--- src/rtl/ophs_pkg.sv ---
// Shared types and constants for the one-hot plane shift and latch driver.
package ophs_pkg;

   // Sequencer phases, one-hot coded
   typedef enum logic [9:0] {
      PH_IDLE        = 10'b00_0000_0001,
      PH_SET_HI      = 10'b00_0000_0010,
      PH_WAIT_HI     = 10'b00_0000_0100,
      PH_SET_LO      = 10'b00_0000_1000,
      PH_WAIT_LO     = 10'b00_0001_0000,
      PH_WRITTEN     = 10'b00_0010_0000,
      PH_STO_SET_HI  = 10'b00_0100_0000,
      PH_STO_WAIT_HI = 10'b00_1000_0000,
      PH_STO_SET_LO  = 10'b01_0000_0000,
      PH_STO_WAIT_LO = 10'b10_0000_0000
   } phase_type;

   localparam int HOLD_W  = 8;
   localparam int PLANE_W = 4;
   // bit counter covers the largest supported shift length of 32
   localparam int BIT_W   = 5;

   localparam logic [HOLD_W-1:0] HOLD_RESET = 8'd1;

   // Result of one hold timer tick
   typedef struct packed {
      logic              done;
      logic [HOLD_W-1:0] count;
   } hold_step_type;

endpackage

--- src/rtl/onehot_plane_shift_latch_driver_core.sv ---
// Top level of the one-hot plane shift and latch driver.

// Each accepted request transaction is one timing tick of the pin waveforms and
// produces exactly one response transaction with the pin levels and status after
// that tick. A request is taken in every cycle in which the response register is
// empty or being drained, so the sustained rate is one transaction per clock when
// the response side does not stall; each response is held in the single response
// register behind the tick logic. A posted plane is shifted out as EDGE bits,
// each with a clock high and a clock low phase held for hold_ticks ticks (0 or
// 1 means one tick), data high only at the bit equal to the plane. After the last
// bit the block waits for a latch request and then pulses the store line with the
// same hold. soft_reset returns the sequencer to idle but leaves the pin levels.
// hold_ticks is written through the csr port and resets to 1; write it only
// while no request is in flight.
module onehot_plane_shift_latch_driver_core #(
   parameter int EDGE = 16
) (
   input  logic                          clock,
   input  logic                          reset,
   // configuration write
   input  logic                          csr_valid,
   output logic                          csr_ready,
   input  logic [ophs_pkg::HOLD_W-1:0]   csr_hold_ticks,
   // request channel
   input  logic                          req_valid,
   output logic                          req_stall,
   input  logic                          req_plane_valid,
   input  logic [ophs_pkg::PLANE_W-1:0]  req_plane_index,
   input  logic                          req_latch_request,
   input  logic                          req_soft_reset,
   // response channel
   output logic                          rsp_valid,
   input  logic                          rsp_stall,
   output logic                          rsp_data_out,
   output logic                          rsp_clock_out,
   output logic                          rsp_store_out,
   output logic                          rsp_ready_for_plane,
   output logic                          rsp_ready_to_latch
);

   localparam int BW = ophs_pkg::BIT_W;

   // state
   ophs_pkg::phase_type              phase_ff, phase_in;
   logic [ophs_pkg::HOLD_W-1:0]      hold_count_ff, hold_count_in;
   logic [BW-1:0]                    bit_count_ff, bit_count_in;
   logic [ophs_pkg::PLANE_W-1:0]     active_plane_ff, active_plane_in;
   logic                             pend_valid_ff, pend_valid_in;
   logic [ophs_pkg::PLANE_W-1:0]     pend_plane_ff, pend_plane_in;
   logic                             latch_pend_ff, latch_pend_in;
   logic                             data_ff, data_in;
   logic                             clk_pin_ff, clk_pin_in;
   logic                             store_ff, store_in;
   logic [ophs_pkg::HOLD_W-1:0]      hold_ticks_ff;

   // response register
   logic                             rsp_valid_ff, rsp_valid_in;
   logic                             rsp_rfp_ff, rsp_rtl_ff;

   logic                             req_accept;
   logic                             rsp_take;
   ophs_pkg::hold_step_type          hs;
   logic [BW:0]                      bit_next;

   // one tick of the hold timer
   function automatic ophs_pkg::hold_step_type hold_tick(
      input logic [ophs_pkg::HOLD_W-1:0] count,
      input logic [ophs_pkg::HOLD_W-1:0] limit
   );
      ophs_pkg::hold_step_type r;
      logic [ophs_pkg::HOLD_W-1:0] inc;
      inc = count + 1'b1;
      if (inc >= limit) begin
         r.done  = 1'b1;
         r.count = '0;
      end else begin
         r.done  = 1'b0;
         r.count = inc;
      end
      return r;
   endfunction

   // handshakes
   assign csr_ready  = 1'b1;
   assign rsp_take   = rsp_valid_ff && !rsp_stall;
   assign req_stall  = rsp_valid_ff && rsp_stall;
   assign req_accept = req_valid && !req_stall;

   // tick logic: soft reset, posts, then one sequencer step
   always_comb begin
      phase_in        = phase_ff;
      hold_count_in   = hold_count_ff;
      bit_count_in    = bit_count_ff;
      active_plane_in = active_plane_ff;
      pend_valid_in   = pend_valid_ff;
      pend_plane_in   = pend_plane_ff;
      latch_pend_in   = latch_pend_ff;
      data_in         = data_ff;
      clk_pin_in      = clk_pin_ff;
      store_in        = store_ff;
      hs              = '0;
      bit_next        = '0;

      if (req_soft_reset) begin
         phase_in        = ophs_pkg::PH_IDLE;
         hold_count_in   = '0;
         active_plane_in = '0;
         pend_valid_in   = 1'b0;
         pend_plane_in   = '0;
         latch_pend_in   = 1'b0;
      end
      if (req_plane_valid) begin
         pend_valid_in = 1'b1;
         pend_plane_in = req_plane_index;
      end
      if (req_latch_request) begin
         latch_pend_in = 1'b1;
      end

      case (phase_in)
         ophs_pkg::PH_IDLE: begin
            if (pend_valid_in) begin
               phase_in        = ophs_pkg::PH_SET_HI;
               bit_count_in    = '0;
               active_plane_in = pend_plane_in;
               pend_valid_in   = 1'b0;
            end
         end
         ophs_pkg::PH_SET_HI, ophs_pkg::PH_WAIT_HI: begin
            if (phase_in == ophs_pkg::PH_SET_HI) begin
               data_in    = (bit_count_in == {1'b0, active_plane_in});
               clk_pin_in = 1'b1;
            end
            hs            = hold_tick(hold_count_in, hold_ticks_ff);
            hold_count_in = hs.count;
            phase_in      = hs.done ? ophs_pkg::PH_SET_LO : ophs_pkg::PH_WAIT_HI;
         end
         ophs_pkg::PH_SET_LO, ophs_pkg::PH_WAIT_LO: begin
            if (phase_in == ophs_pkg::PH_SET_LO) begin
               data_in    = 1'b0;
               clk_pin_in = 1'b0;
            end
            hs            = hold_tick(hold_count_in, hold_ticks_ff);
            hold_count_in = hs.count;
            phase_in      = ophs_pkg::PH_WAIT_LO;
            if (hs.done) begin
               bit_next     = {1'b0, bit_count_in} + 1'b1;
               bit_count_in = bit_next[BW-1:0];
               phase_in     = (bit_next >= (BW+1)'(EDGE)) ? ophs_pkg::PH_WRITTEN
                                                          : ophs_pkg::PH_SET_HI;
            end
         end
         ophs_pkg::PH_WRITTEN: begin
            if (latch_pend_in) begin
               latch_pend_in = 1'b0;
               phase_in      = ophs_pkg::PH_STO_SET_HI;
            end
         end
         ophs_pkg::PH_STO_SET_HI, ophs_pkg::PH_STO_WAIT_HI: begin
            if (phase_in == ophs_pkg::PH_STO_SET_HI) begin
               store_in = 1'b1;
            end
            hs            = hold_tick(hold_count_in, hold_ticks_ff);
            hold_count_in = hs.count;
            phase_in      = hs.done ? ophs_pkg::PH_STO_SET_LO : ophs_pkg::PH_STO_WAIT_HI;
         end
         ophs_pkg::PH_STO_SET_LO, ophs_pkg::PH_STO_WAIT_LO: begin
            if (phase_in == ophs_pkg::PH_STO_SET_LO) begin
               store_in = 1'b0;
            end
            hs            = hold_tick(hold_count_in, hold_ticks_ff);
            hold_count_in = hs.count;
            phase_in      = hs.done ? ophs_pkg::PH_IDLE : ophs_pkg::PH_STO_WAIT_LO;
         end
         default: begin
            phase_in = ophs_pkg::PH_IDLE;
         end
      endcase
   end

   // response valid: set by a request, cleared when taken
   always_comb begin
      rsp_valid_in = rsp_valid_ff;
      if (req_accept) begin
         rsp_valid_in = 1'b1;
      end else if (rsp_take) begin
         rsp_valid_in = 1'b0;
      end
   end

   // control state and configuration
   always_ff @(posedge clock) begin
      if (reset) begin
         phase_ff        <= ophs_pkg::PH_IDLE;
         hold_count_ff   <= '0;
         bit_count_ff    <= '0;
         active_plane_ff <= '0;
         pend_valid_ff   <= 1'b0;
         pend_plane_ff   <= '0;
         latch_pend_ff   <= 1'b0;
         data_ff         <= 1'b0;
         clk_pin_ff      <= 1'b0;
         store_ff        <= 1'b0;
         hold_ticks_ff   <= ophs_pkg::HOLD_RESET;
         rsp_valid_ff    <= 1'b0;
      end else begin
         rsp_valid_ff <= rsp_valid_in;
         if (csr_valid && csr_ready) begin
            hold_ticks_ff <= csr_hold_ticks;
         end
         if (req_accept) begin
            phase_ff        <= phase_in;
            hold_count_ff   <= hold_count_in;
            bit_count_ff    <= bit_count_in;
            active_plane_ff <= active_plane_in;
            pend_valid_ff   <= pend_valid_in;
            pend_plane_ff   <= pend_plane_in;
            latch_pend_ff   <= latch_pend_in;
            data_ff         <= data_in;
            clk_pin_ff      <= clk_pin_in;
            store_ff        <= store_in;
         end
      end
   end

   // status part of the response
   always_ff @(posedge clock) begin
      if (req_accept) begin
         rsp_rfp_ff <= (phase_in == ophs_pkg::PH_IDLE);
         rsp_rtl_ff <= (phase_in == ophs_pkg::PH_WRITTEN);
      end
   end

   // pin levels are the response payload
   assign rsp_valid           = rsp_valid_ff;
   assign rsp_data_out        = data_ff;
   assign rsp_clock_out       = clk_pin_ff;
   assign rsp_store_out       = store_ff;
   assign rsp_ready_for_plane = rsp_rfp_ff;
   assign rsp_ready_to_latch  = rsp_rtl_ff;

   // sequencer phase stays one-hot
   a_phase_onehot: assert property (@(posedge clock) disable iff (reset)
      $onehot(phase_ff))
      else $error("phase register not one-hot");

   // idle and awaiting latch are never reported together
   a_status_excl: assert property (@(posedge clock) disable iff (reset)
      rsp_valid |-> !(rsp_ready_for_plane && rsp_ready_to_latch))
      else $error("ready_for_plane and ready_to_latch both set");

   // soft reset without a new plane leaves the sequencer idle
   a_soft_reset_idle: assert property (@(posedge clock) disable iff (reset)
      (req_valid && !req_stall && req_soft_reset && !req_plane_valid)
      |=> (rsp_valid && rsp_ready_for_plane))
      else $error("soft reset did not return sequencer to idle");

   // a response waits whenever a request was just taken
   a_rsp_after_req: assert property (@(posedge clock) disable iff (reset)
      (req_valid && !req_stall) |=> rsp_valid)
      else $error("request transaction produced no response");

endmodule

--- config.mk ---
export PLATFORM = sky130hd
export DESIGN_NAME = onehot_plane_shift_latch_driver_core
export DESIGN_NICKNAME = d
export VERILOG_FILES = /design/src/rtl/ophs_pkg.sv /design/src/rtl/onehot_plane_shift_latch_driver_core.sv
export SDC_FILE = /design/constraint.sdc
export NUM_CORES = 1
export LEC_CHECK = 0
export ABC_AREA = 1
export BUFFER_PORTS_ARGS = -buffer_cell sky130_fd_sc_hd__buf_2
export CORE_MARGIN = 3
export CORE_UTILIZATION = 60
export CTS_BUF_LIST = sky130_fd_sc_hd__clkbuf_4 sky130_fd_sc_hd__clkbuf_8 sky130_fd_sc_hd__clkbuf_16
export DETAILED_ROUTE_END_ITERATION = 10
export PLACE_DENSITY = 0.86
export REMOVE_ABC_BUFFERS = 1
export SLEW_MARGIN = 5
export SYNTH_ARGS = -nofsm -noshare
export SYNTH_HDL_FRONTEND = slang
export SYNTH_SLANG_ARGS = --single-unit
--- constraint.sdc ---
create_clock -name clock -period 6.95 [get_ports clock]
set_clock_uncertainty 0.05 [all_clocks]
set_input_delay 1.0425 -clock clock [delete_from_list [all_inputs] [get_ports clock]]
set_output_delay 1.0425 -clock clock [all_outputs]
set_load 0.02 [all_outputs]
==> key figures <==
Status
  • Result of the run: complete, no violations

Drt
  • DRC: 0
  • Violation count after the first detailed-routing iteration: 168
  • Count of nets left with antenna violations after detail routing: 0
  • Total Routed Length: 6360 µm
  • TritonRoute pass-1 iters: 5
  • Final routed wire length divided by cell count: 12.7 µm
  • Number of vias in the routed layout: about 2,700
  • Vias per std cell: around 5.5

Global route
  • Via count of the first global-routing pass: 2,508
  • Pin count of the biggest net entering global routing: 53
  • Global Route Usage Sum: 22.1%
  • Antenna violations before repair: 0
  • First-pass GRT wire length: 10,700 µm
  • Overflow left after global routing: 0

Timing
  • Endpoints failing hold: 0
  • Period Utilization, post-route: 58.8%
  • Max-slew violations: 0
  • Setup Viol. Count Final: 0
  • Final critical-path required period: 4090 ps
  • Post-route setup TNS: 0 ps
  • Slew at the pin closest to its max-slew limit: slightly below 900 ps
  • RSZ-0062 raised after global routing: no
  • Normalized max-slew margin: 40.5%
  • Upper clock frequency limit: approximately 0.24 GHz

CTS
  • H-tree Lvls: 2
  • Count of instances resized after the clock tree is built: 0
  • Clock buffers created by TritonCTS: 5
  • Post-CTS clock slew at the launch and capture registers of the worst setup and hold paths: 90 ps
  • Hold-fix buffers, CTS: 0
  • TritonCTS clock tree: built
  • Clock root cell: clkbuf_8
  • Sinks on the clock net: 47
  • Clk Latency, worst-skew pair: 310 ps
  • Setup fix buffers added after clock tree synthesis: 0
  • Clock buffer depth: 2

Setup path
  • Max Fanout on Critical Path: 33
  • Startpoint-to-endpoint class of the critical path: input pin to flop
  • Required time of the critical path: 7110 ps
  • Worst setup EP type: flop
  • Worst endpoint data arrival time: 4250 ps
  • Slowest CP cell: inv_2
  • Crit path buf inv count: 5
  • Crit path largest cell delay: around 510 ps
  • Cell type group with the largest total delay on the critical path: simple AND/OR/NAND/NOR gates
  • Cell breakdown of the critical path: buf_2, inv_2, nand2_1, nor3_2, nand3_1, xnor2_1, inv_1, ha_1, a21oi_1, nor2_1, nor3_1, nand2_1, clkinv_1, nand2_2, nand2_2, o21ai_1, inv_1
  • Kind of start point of the critical path: input pin

Logic synthesis
  • Count of unique library cells instantiated by Yosys: 43
  • Top cell type's share of synthesized area: between 20% and 30%
  • Most frequent cell after synthesis: nand2_1
  • Leading post-synthesis cells by instance count: 80 x nand2_1, 46 x inv_1, 45 x dfxtp_1, 32 x a21oi_1, 32 x nor2_1
  • Cell count after synthesis: 413
  • Synth Area in XOR/XNOR: under 10%
  • Number of flops mapped to enable cells by yosys: 2
  • Most used flip-flop cell after synthesis: dfxtp_1
  • Ys async rst share: 0%
  • Syn avg cell area: 7.34 µm²
  • Main area contributors after synthesis: dfxtp_1 30%, nand2_1 9.9%, inv_1 5.7%
  • Dominant combinational cell family by area after synthesis: simple AND/OR/NAND/NOR gates
  • Share of the yosys chip area belonging to registers: about a third
  • Share of cell area taken by muxes after synthesis: 0%
  • Leading area contributor after synthesis: dfxtp_1
  • Number of warning messages in the yosys log: 0
  • Synthesis-stage register bit count: 47
  • Adder-Cell Fraction of Synth Area: 4.13%
  • Simple-gate share of the synthesized area: 34.4%
  • Post-synthesis instance area: 0.00303 mm²
  • Post-synthesis compound-gate area fraction: 18.2%

Floorplan
  • Row count: 25
  • Die Width: 77.1 µm
  • Floorplan die height: 77.1 µm
  • Number of top-level design ports: 28
  • Area enclosed by the die boundary: between 0.005 and 0.006 mm²
  • Core region area: 0.00482 mm²
  • Initial Utilization: 63.0%

Power and ir drop
  • Sw frac: 32.6%
  • Maximum vdd ir drop: 125 µV
  • Sequential fraction of design power: between 50% and 60%
  • Power density relative to cell area: ~180 mW/mm²
  • Logic gate share of total power: 21.3%
  • Share of total power in the clock network: about 29%
  • Internal Pwr Total: a little over 400 µW
  • Leakage Power: approximately 1.5 nW
  • Power, Total: about 600 µW
  • Power dissipated by switching net loads: 195 µW

Final layout
  • Share of cells above drive strength 1: 19.4%
  • Post-layout util: 67.8%
  • Final cell count without fillers: 500
  • Nets: 462
  • Layout fillers: 428
  • Number of antenna diodes: 0
  • Area Overhead vs Synth: 7.67%

Place
  • Count of buffers inserted at the top-level ports: 26
  • Sum of net half-perimeters after detailed placement: 4620 µm
  • Routability Congestion: around 0.86
  • Dpl cells: 492

Flow run
  • Max-cap violation count: 0

Hold path
  • Path type of the worst min-delay path: flop to flop
per-stage QoR:
stage / worst slack (ps) / cell area [µm²] / hold WS, ps
after floorplan: 3070 / 2950 / 383
after global placement: 2790 / 3170 / 402
after detailed placement: 2600 / 3170 / 401
after CTS: 2890 / 3270 / 418
after global routing: 2690 / 3270 / 447
final: 2860 / 3270 / 418
state kept, by name (all words and copies together), names as in the netlist, 4 cells and up:
| signal | count |
|---|---|
| active_plane_ff | 4 |
| hold_count_ff | 8 |
| phase_ff | 10 |
| pend_plane_ff | 4 |
| hold_ticks_ff | 8 |
| bit_count_ff | 5 |
final timing paths:
kind,to,start,slack [ps],cells past startpoint
worst max-delay path,bit_count_ff[0],req_soft_reset,2860,17
worst max register to register,bit_count_ff[0],hold_count_ff[0],3690,18
worst min-delay path,rsp_data_out,rsp_data_out,420,2
worst min register to register,rsp_data_out,rsp_data_out,420,2
power groups by stage:
stage / sequential [mW] / clock (mW) / combinational (mW)
after floorplan: 0.305 / 0 / 0.0955
after global placement: 0.305 / 0 / 0.123
after detailed placement: 0.305 / 0 / 0.127
after CTS: 0.299 / 0.176 / 0.128
after global routing: 0.301 / 0.189 / 0.143
final: 0.299 / 0.172 / 0.128
final cells by class:
| cell class | instances | area (µm²) | share of cell area, % |
|---|---|---|---|
| multi-input combinational | 302 | 1800 | 55.2 |
| tap | 67 | 83.8 | 2.57 |
| timing repair buffer | 27 | 138 | 4.21 |
| sequential | 47 | 961 | 29.4 |
| clock inverter | 3 | 22.5 | 0.690 |
| inverter | 49 | 189 | 5.79 |
| clock buffer | 5 | 68.8 | 2.11 |
logic make-up (layout without fill, tap and decap cells):
logic type	count (synthesis)	count (layout)
xor gates and xnor gates	9	9
and+or+nand+nor	186	186
DFF	47	47
other	1	1
buffers and inverters	64	84
AOI/OAI and AO/OA	96	96
adders and majority gates	10	10
layout by cell type, fill, tap and decap left out, drive strengths merged, types with 2 or more instances in the layout:
master,synthesis,routed
o211ai,8,8
o21ai,44,44
nand3b,2,2
clkinv,1,2
inv,48,50
buf,5,27
nor3,5,5
a31oi,6,6
nand2,96,96
xor2,6,6
dfxtp,45,45
a21oi,34,34
nand3,29,29
clkbuf,10,5
xnor2,3,3
edfxtp,2,2
ha,10,10
nor2,49,49
nand4,4,4
worst register-to-register path, cell delays in order (launching register included):
cell	delay, ps
dfxtp_1	330
inv_1	70
nor2_1	230
ha_1	240
nand4_1	160
nor2_1	150
nand2_1	80
xnor2_1	140
inv_1	80
ha_1	270
nand2_1	60
nor2_1	100
nor3_1	50
nand2_1	270
clkinv_1	380
nand2_2	220
nand2_2	110
o21ai_1	130
inv_1	40
metal layers:
layer	track usage, %	routed length (µm)
met3	4.58	380
met5	0	0
met1	27.5	2830
met2	37.2	3030
met4	9.07	118
(Power assumes the default switching activity.)
